File: src/hw/rtl/rcf_pkg.sv
// Shared types and constants for the first-order RC filter.
// Holds the request structs, history word layout and register map.
// No dependencies.
package rcf_pkg;

	localparam int SAMPLE_BITS = 16;
	localparam int COEF_BITS   = 16;
	localparam int OUT_CH_W    = 3;

	localparam int DIFF_W = SAMPLE_BITS + 2;
	localparam int PROD_W = DIFF_W + COEF_BITS + 1;
	localparam int SUM_W  = DIFF_W + 2;

	localparam int CFG_ADDR_W = 2;
	localparam int CFG_DATA_W = 16;
	localparam int CFG_CNT_W  = 4;

	localparam logic [CFG_ADDR_W-1:0] REG_FILTER_MODE   = 2'd0;
	localparam logic [CFG_ADDR_W-1:0] REG_COEFFICIENT   = 2'd1;
	localparam logic [CFG_ADDR_W-1:0] REG_CHANNEL_COUNT = 2'd2;

	localparam logic MODE_LOW_PASS  = 1'b0;
	localparam logic MODE_HIGH_PASS = 1'b1;

	localparam logic [COEF_BITS-1:0] COEF_RESET  = 16'd32768;
	localparam logic [CFG_CNT_W-1:0] COUNT_RESET = 4'd2;

	typedef struct packed {
		logic signed [SAMPLE_BITS-1:0] sample_in;
		logic                          buffer_start;
	} rcf_in_t;

	typedef struct packed {
		logic signed [SAMPLE_BITS-1:0] sample_out;
		logic [OUT_CH_W-1:0]           channel_of_sample;
	} rcf_out_t;

	typedef struct packed {
		logic [SAMPLE_BITS-1:0] y;
		logic [SAMPLE_BITS-1:0] x;
	} rcf_hist_t;

endpackage

File: src/hw/rtl/first_order_rc_filter.sv
// First-order RC low-pass / high-pass filter over an interleaved multi-channel stream.
// Per-channel history lives in one synchronous memory; depends on rcf_pkg.
// Channel    Direction  Handshake             Payload
// cfg        in         cfg_we                cfg_addr, cfg_wdata
// in         in         in_valid / in_ready   in_data (rcf_in_t)
// out        out        out_valid / out_ready out_data (rcf_out_t)
// One request is taken per cycle unless a hazard or a stalled output holds it; a stalled output
// holds every stage that cannot move forward. Each result passes stage one, the multiplier stage,
// stage three and the output register. A request whose channel equals that of the request directly
// ahead of it, and that starts no buffer, waits in the first stage while the multiplier stage holds
// the history it needs. Reset clears control state and valid bits; the memory needs no clearing pass.
module first_order_rc_filter import rcf_pkg::*; #(
	parameter int MAX_CHANNELS = 8
) (
	input  logic                  clk,
	input  logic                  arst_n,
	input  logic                  cfg_we,
	input  logic [CFG_ADDR_W-1:0] cfg_addr,
	input  logic [CFG_DATA_W-1:0] cfg_wdata,
	input  logic                  in_valid,
	output logic                  in_ready,
	input  rcf_in_t               in_data,
	output logic                  out_valid,
	input  logic                  out_ready,
	output rcf_out_t              out_data
);

	localparam int CH_W  = (MAX_CHANNELS > 1) ? $clog2(MAX_CHANNELS) : 1;
	localparam int CNT_W = ($clog2(MAX_CHANNELS + 1) > CFG_CNT_W) ?
		$clog2(MAX_CHANNELS + 1) : CFG_CNT_W;
	localparam int CHX_W = (CH_W > OUT_CH_W) ? CH_W : OUT_CH_W;
	localparam int SB    = SAMPLE_BITS;

	logic                 mode_q;
	logic [COEF_BITS-1:0] coef_q;
	logic [CFG_CNT_W-1:0] count_q;

	logic [CH_W-1:0]         idx_q;
	logic [MAX_CHANNELS-1:0] vld_q;
	rcf_hist_t               hist_mem [MAX_CHANNELS];

	logic                 v_s1, start_s1, hit_s1;
	logic [CH_W-1:0]      ch_s1;
	logic [SB-1:0]        x_s1;
	rcf_hist_t            rd_s1;

	logic                     v_s2, start_s2;
	logic [CH_W-1:0]          ch_s2;
	logic [SB-1:0]            x_s2, yp_s2;
	logic signed [DIFF_W-1:0] d_s2;

	logic                     v_s3, start_s3;
	logic [CH_W-1:0]          ch_s3;
	logic [SB-1:0]            x_s3, yp_s3;
	logic signed [PROD_W-1:0] prod_s3;

	logic            wb_v_q;
	logic [CH_W-1:0] wb_ch_q;
	rcf_hist_t       wb_q;

	logic     out_valid_q;
	rcf_out_t out_q;

	logic out_free, s3_free, s2_free, adv3, adv2, haz, s1_go, s1_free, in_acc;
	logic start_in;
	logic [CNT_W-1:0] count_ext, cnt_eff, ch_next_ext;
	logic [CH_W-1:0]  ch_cur, idx_d, rd_addr;
	logic             fwd3, fwdw, wr_valid_set;
	rcf_hist_t        prev, hist_wr;
	logic signed [DIFF_W-1:0]      xs_e, yp_e, xp_e, d_s1;
	logic signed [COEF_BITS:0]     coef_s;
	logic signed [PROD_W-1:0]      prod;
	logic signed [DIFF_W:0]        shifted;
	logic signed [SUM_W-1:0]       sum;
	logic [SUM_W-SB:0]             sum_hi;
	logic [SB-1:0]                 y_s3;
	logic [CHX_W-1:0]              ch_out_ext;

	// Configuration registers.
	always_ff @(posedge clk or negedge arst_n) begin
		if (!arst_n) begin
			mode_q  <= MODE_LOW_PASS;
			coef_q  <= COEF_RESET;
			count_q <= COUNT_RESET;
		end else if (cfg_we) begin
			unique case (cfg_addr)
				REG_FILTER_MODE:   mode_q  <= cfg_wdata[0];
				REG_COEFFICIENT:   coef_q  <= cfg_wdata[COEF_BITS-1:0];
				REG_CHANNEL_COUNT: count_q <= cfg_wdata[CFG_CNT_W-1:0];
				default: ;
			endcase
		end
	end

	assign out_free = !out_valid_q || out_ready;
	assign s3_free  = !v_s3 || out_free;
	assign adv3     = v_s3 && out_free;
	assign s2_free  = !v_s2 || s3_free;
	assign adv2     = v_s2 && s3_free;
	assign haz      = v_s1 && v_s2 && !start_s1 && (ch_s2 == ch_s1);
	assign s1_go    = v_s1 && s2_free && !haz;
	assign s1_free  = !v_s1 || s1_go;
	assign in_ready = s1_free;
	assign in_acc   = in_valid && in_ready;
	assign start_in = in_data.buffer_start;

	// Channel selection and wrap.
	always_comb begin
		count_ext = CNT_W'(count_q);
		if (count_ext == '0)
			cnt_eff = CNT_W'(1);
		else if (count_ext > CNT_W'(MAX_CHANNELS))
			cnt_eff = CNT_W'(MAX_CHANNELS);
		else
			cnt_eff = count_ext;
		if (start_in || (CNT_W'(idx_q) >= CNT_W'(MAX_CHANNELS)))
			ch_cur = '0;
		else
			ch_cur = idx_q;
		ch_next_ext = CNT_W'(ch_cur) + CNT_W'(1);
		idx_d = (ch_next_ext >= cnt_eff) ? '0 : ch_next_ext[CH_W-1:0];
	end

	assign rd_addr = in_acc ? ch_cur : ch_s1;

	// History memory: one write port from the last stage, one registered read port.
	always_ff @(posedge clk) begin
		if (adv3)
			hist_mem[ch_s3] <= hist_wr;
		rd_s1 <= hist_mem[rd_addr];
	end

	// A write from an item older than a pending buffer start leaves its entry invalid.
	assign wr_valid_set = adv3 && !(v_s2 && start_s2) && !(v_s1 && start_s1) &&
		!(in_acc && start_in);

	always_ff @(posedge clk or negedge arst_n) begin
		if (!arst_n) begin
			idx_q       <= '0;
			vld_q       <= '0;
			v_s1        <= 1'b0;
			v_s2        <= 1'b0;
			v_s3        <= 1'b0;
			wb_v_q      <= 1'b0;
			out_valid_q <= 1'b0;
		end else begin
			if (in_acc)
				idx_q <= idx_d;
			if (in_acc && start_in)
				vld_q <= '0;
			else if (wr_valid_set)
				vld_q[ch_s3] <= 1'b1;
			if (s1_free)
				v_s1 <= in_valid;
			if (s2_free)
				v_s2 <= s1_go;
			if (s3_free)
				v_s3 <= adv2;
			if (adv3)
				wb_v_q <= 1'b1;
			if (out_free)
				out_valid_q <= v_s3;
		end
	end

	// Stage one: history select with forwarding, then the difference term.
	assign fwd3 = v_s3 && !start_s1 && !(v_s2 && start_s2) && (ch_s3 == ch_s1);
	assign fwdw = wb_v_q && !start_s1 && !(v_s2 && start_s2) && !(v_s3 && start_s3) &&
		(wb_ch_q == ch_s1);

	always_comb begin
		if (start_s1)
			prev = '0;
		else if (fwd3)
			prev = hist_wr;
		else if (fwdw)
			prev = wb_q;
		else if (hit_s1)
			prev = rd_s1;
		else
			prev = '0;
		xs_e = DIFF_W'($signed(x_s1));
		yp_e = DIFF_W'($signed(prev.y));
		xp_e = DIFF_W'($signed(prev.x));
		if (mode_q == MODE_HIGH_PASS)
			d_s1 = yp_e + xs_e - xp_e;
		else
			d_s1 = xs_e - yp_e;
	end

	// Stage two: coefficient multiply.
	assign coef_s = $signed({1'b0, coef_q});
	assign prod   = coef_s * d_s2;

	// Stage three: floor shift, low-pass accumulate and saturation.
	always_comb begin
		shifted = $signed(prod_s3[PROD_W-1:COEF_BITS]);
		if (mode_q == MODE_HIGH_PASS)
			sum = SUM_W'(shifted);
		else
			sum = SUM_W'(shifted) + SUM_W'($signed(yp_s3));
		sum_hi = sum[SUM_W-1:SB-1];
		if ((sum_hi == '0) || (sum_hi == '1))
			y_s3 = sum[SB-1:0];
		else
			y_s3 = {sum[SUM_W-1], {(SB-1){~sum[SUM_W-1]}}};
		hist_wr.y  = y_s3;
		hist_wr.x  = x_s3;
		ch_out_ext = CHX_W'(ch_s3);
	end

	always_ff @(posedge clk) begin
		if (in_acc) begin
			ch_s1    <= ch_cur;
			x_s1     <= in_data.sample_in;
			start_s1 <= start_in;
		end
		hit_s1 <= vld_q[rd_addr] && !(in_acc && start_in);
		if (s1_go) begin
			ch_s2    <= ch_s1;
			x_s2     <= x_s1;
			yp_s2    <= prev.y;
			d_s2     <= d_s1;
			start_s2 <= start_s1;
		end
		if (adv2) begin
			ch_s3    <= ch_s2;
			x_s3     <= x_s2;
			yp_s3    <= yp_s2;
			prod_s3  <= prod;
			start_s3 <= start_s2;
		end
		if (adv3) begin
			wb_ch_q                 <= ch_s3;
			wb_q                    <= hist_wr;
			out_q.sample_out        <= $signed(y_s3);
			out_q.channel_of_sample <= ch_out_ext[OUT_CH_W-1:0];
		end
	end

	assign out_valid = out_valid_q;
	assign out_data  = out_q;

	a_start_clears_valid: assert property (@(posedge clk) disable iff (!arst_n)
		(in_acc && start_in) |=> (vld_q == '0))
		else $error("history valid bits not cleared by buffer start");

	a_channel_in_range: assert property (@(posedge clk) disable iff (!arst_n)
		v_s1 |-> (CNT_W'(ch_s1) < CNT_W'(MAX_CHANNELS)))
		else $error("stage one channel beyond memory depth");

	a_hazard_holds: assert property (@(posedge clk) disable iff (!arst_n)
		haz |=> (v_s1 && (ch_s1 == $past(ch_s1))))
		else $error("request left stage one during a same-channel hazard");

	a_full_blocks_input: assert property (@(posedge clk) disable iff (!arst_n)
		(v_s1 && v_s2 && v_s3 && out_valid_q && !out_ready) |-> !in_ready)
		else $error("request accepted while every stage is blocked");

endmodule
File: config.mk
export PLATFORM = sky130hd
export DESIGN_NAME = first_order_rc_filter
export DESIGN_NICKNAME = d
export VERILOG_FILES = /design/src/hw/rtl/rcf_pkg.sv /design/src/hw/rtl/first_order_rc_filter.sv
export SDC_FILE = /design/constraint.sdc
export NUM_CORES = 1
export LEC_CHECK = 0
export BUFFER_PORTS_ARGS = -buffer_cell sky130_fd_sc_hd__buf_2
export CAP_MARGIN = 20
export CORE_MARGIN = 4
export CORE_UTILIZATION = 35
export CTS_CLUSTER_DIAMETER = 100
export DETAILED_ROUTE_END_ITERATION = 8
export GPL_ROUTABILITY_DRIVEN = 0
export PLACE_DENSITY = 0.61
export RECOVER_POWER = 100
export SLEW_MARGIN = 0
export SYNTH_ARGS = -nofsm -noshare
export SYNTH_HDL_FRONTEND = slang
export SYNTH_SLANG_ARGS = --single-unit
File: constraint.sdc
create_clock -name clk -period 7.55 [get_ports clk]
set_clock_uncertainty 0.15 [all_clocks]
set_input_delay 0.755 -clock clk [delete_from_list [all_inputs] [get_ports clk]]
set_output_delay 0.755 -clock clk [all_outputs]
set_load 0.02 [all_outputs]
==> results.sh <==
export IMPL_status="complete, but fails checks"
export IMPL_violations="capacitance limit, slew limit"
export IMPL_cp_start_kind="flip-flop"
export IMPL_synth_area_sq_um=32000
export IMPL_placementRows=110
export IMPL_clk_latency_ps=630
export IMPL_rsz0062_at_grt="no"
export IMPL_async_flop_share_pct=7.55
export IMPL_crit_top_cell="fa_1"
export IMPL_antenna_found_initial=0
export IMPL_slew_violations=699
export IMPL_grt_pass1_wl_um=121000
export IMPL_clockBufferDepth=3
export IMPL_critPathMaxFanout=19
export IMPL_cap_violations=16
export IMPL_num_io_pins=61
export IMPL_cts_tree="yes"
export IMPL_die_area_sq_um=96300
export IMPL_firstDrtPassIters=5
export IMPL_netlist_top_cells_area="edfxtp_1, fa_1, ha_1, nand2_1, inv_1"
export IMPL_hold_path_class="input pin to flip-flop"
export IMPL_synth_most_common_cell="nand2_1"
export IMPL_cp_endpoint="prod_s3[34]"
export IMPL_initial_utilization_pct=35.4
export IMPL_io_buffers=60
export IMPL_yosys_area_top_type_share_pct=39.1
export IMPL_cts_repair_resized=0
export IMPL_fmax_ghz=0.139
export IMPL_yosysUniqueCellTypes=69
export IMPL_syn_to_final_growth_pct=10.6
export IMPL_drive_gt1_share_pct=7.53
export IMPL_critPathArrivalTime_ps=7350
export IMPL_synth_edf_count=417
export IMPL_htreeDepth=2
export IMPL_worst_slew_pin_slew_ps=3920
export IMPL_clk_pin_slew_ps=60
export IMPL_numCtsBuffers=55
export IMPL_core_area_sq_um=90400
export IMPL_setup_viol=0
export IMPL_hold_viol=0
export IMPL_via_per_inst=5.05
export IMPL_ys_top_cells_by_count="nand2_1, edfxtp_1, inv_1"
export IMPL_max_stage_delay_ps=800
export IMPL_required_ps=7730
export IMPL_die_w_um=310
export IMPL_yosysTopAreaCell="edfxtp_1"
export IMPL_root_buffer="clkbuf_16"
export IMPL_reg2regPathDepth=23
export IMPL_r2r_start="coef_q[5]"
export IMPL_grt_usage_pct=16.3
export IMPL_synthCells=2809
export IMPL_overflow=0
export IMPL_first_iter_violations=1515
export IMPL_avgSynthCellArea_sq_um=11.4
export IMPL_fin_nets=3329
export IMPL_slowest_stage="dfrtp_1"
export IMPL_slew_headroom_pct=-161
export IMPL_ys_seq_area_share_pct=44.3
export IMPL_fin_tns_setup_ps=0
export IMPL_die_h_um=310
export IMPL_yosys_warnings=0
export IMPL_startpoint="coef_q[5]"
export IMPL_via_count=20500
export IMPL_wire_per_inst_um=19.0
export IMPL_synth_nets=3303
export IMPL_cts_sinks=490
export IMPL_fillCellCount=8591
export IMPL_hold_buffers=0
export IMPL_reg2reg_to="prod_s3[34]"
export IMPL_hpwl_um=54800
export IMPL_r2r_slack_ps=380
export IMPL_worst_setup_path_end_kind="flip-flop"
export IMPL_finalCriticalPeriod_ps=7170
export IMPL_drc=0
export IMPL_crit_chain="nand2_1, fa_1, inv_1, fa_1, inv_1, fa_1, inv_1, fa_1, inv_1, fa_1, inv_1, fa_1, ha_1, and4_1, o211ai_1, o21ai_1, a311o_1, a21oi_1, o31ai_1, clkbuf_1, a21oi_1, a211oi_1, xnor2_1"
export IMPL_path_class="flip-flop to flip-flop"
export IMPL_wl_um=77300
export IMPL_grt_max_degree=165
export IMPL_fin_crit_sh_pct=95.0
export IMPL_grt_pass1_vias=21200
export IMPL_synth_ff_type="edfxtp_1"
export IMPL_ant_nets=0
export IMPL_ys_ff_latch=490
export IMPL_postCtsSetupRepairBufs=0
[through the flow]
step                setup WS [ps]  instance area, sq um  hold WS [ps]  cells  utilization, %
global placement              685                 33700           251   3954            37.3
finish                        379                 35400           194   4059            39.1
global route                 6.09                 35400           175   4058            39.1
CTS                           471                 35500          15.5   4058            39.3
floorplan                    1140                 32000           250   2809               -
detailed placement            571                 33700           255   3954            37.3
[cell type report]
type | count | area, sq um | share of cell area [%]
Clock inverter | 29 | 297 | 0.838
Antenna cell | 1 | 2.50 | 0.00707
Timing Repair Buffer | 116 | 626 | 1.77
Sequential cell | 490 | 14200 | 40.1
Tap cell | 1176 | 1470 | 4.16
Inverter | 378 | 1420 | 4.01
Clock buffer | 75 | 1540 | 4.36
Multi-Input combinational cell | 1794 | 15800 | 44.8
[cell families after synthesis]
| kind of cell | share of synthesized area (%) |
|---|---|
| simple gates | 11.8 |
| buf+inv | 6.40 |
| flops | 44.3 |
| xor+xnor | 2.03 |
| mux | 0.970 |
| compound gates | 9.55 |
| fa+ha+maj | 25.0 |
[routing by layer]
metal  vias up  wire length [um]  global-route usage (%)
li1       9478                 -                       -
met1     10300             34300                    22.7
met2       627             35200                    26.0
met3       132              5270                    2.97
met4         0              2520                    5.54
met5         -                 0                       0
[worst min-delay path by stage]
stage,startpoint,depth (start not counted),to
2_1_floorplan,x_s2[0],0,x_s3[0]
3_3_place_gp,x_s2[12],0,x_s3[12]
3_5_place_dp,x_s2[6],0,x_s3[6]
4_1_cts,arst_n,2,vld_q[0]
5_1_grt,in_data[11],1,x_s1[10]
6_report,in_data[12],1,x_s1[11]
[cell usage in the layout (no fill, tap or decap), types with 9 or more instances in the layout]
cell	count
fa_1	309
a21oi_1	71
a31o_2	15
ha_1	145
xor2_1	39
and3_1	9
dfrtp_1	34
xnor2_1	35
clkinv_2	11
dfxtp_1	36
o21ai_0	49
o31ai_1	9
buf_4	37
a31oi_1	38
clkbuf_1	56
clkbuf_16	57
mux2_2	22
inv_1	377
nor2_1	74
o21a_1	11
buf_2	32
nand3_1	39
and2_1	113
a211oi_1	73
a21o_1	63
nor2b_1	83
a311o_1	9
nor3_1	15
nand2b_1	18
edfxtp_1	417
nand2_1	421
a311oi_1	46
[worst max-delay path, delay by kind of cell (launching register included)]
kind / cells / cell delay [ps]
fa+ha+maj: 7 / 3270
xor+xnor: 1 / 100
buf+inv: 6 / 500
flops: 1 / 800
simple gates: 2 / 380
compound gates: 7 / 1650
[registers in the layout, indices dropped and copies added (netlist names), 3 cells and up]
name / flops
prod_s3: 19
count_ext: 4
idx_q: 3
yp_s2: 16
out_data: 19
ch_s2: 3
x_s2: 16
vld_q: 8
ch_out_ext: 3
rd_s1: 32
x_s3: 16
x_s1: 16
wb_q: 16
coef_q: 16
hist_mem: 256
ch_s1: 3
yp_s3: 16
d_s2: 18
Power is not shown: default switching activity piles up to over one toggle a cycle in this logic, so the estimate is an artifact.
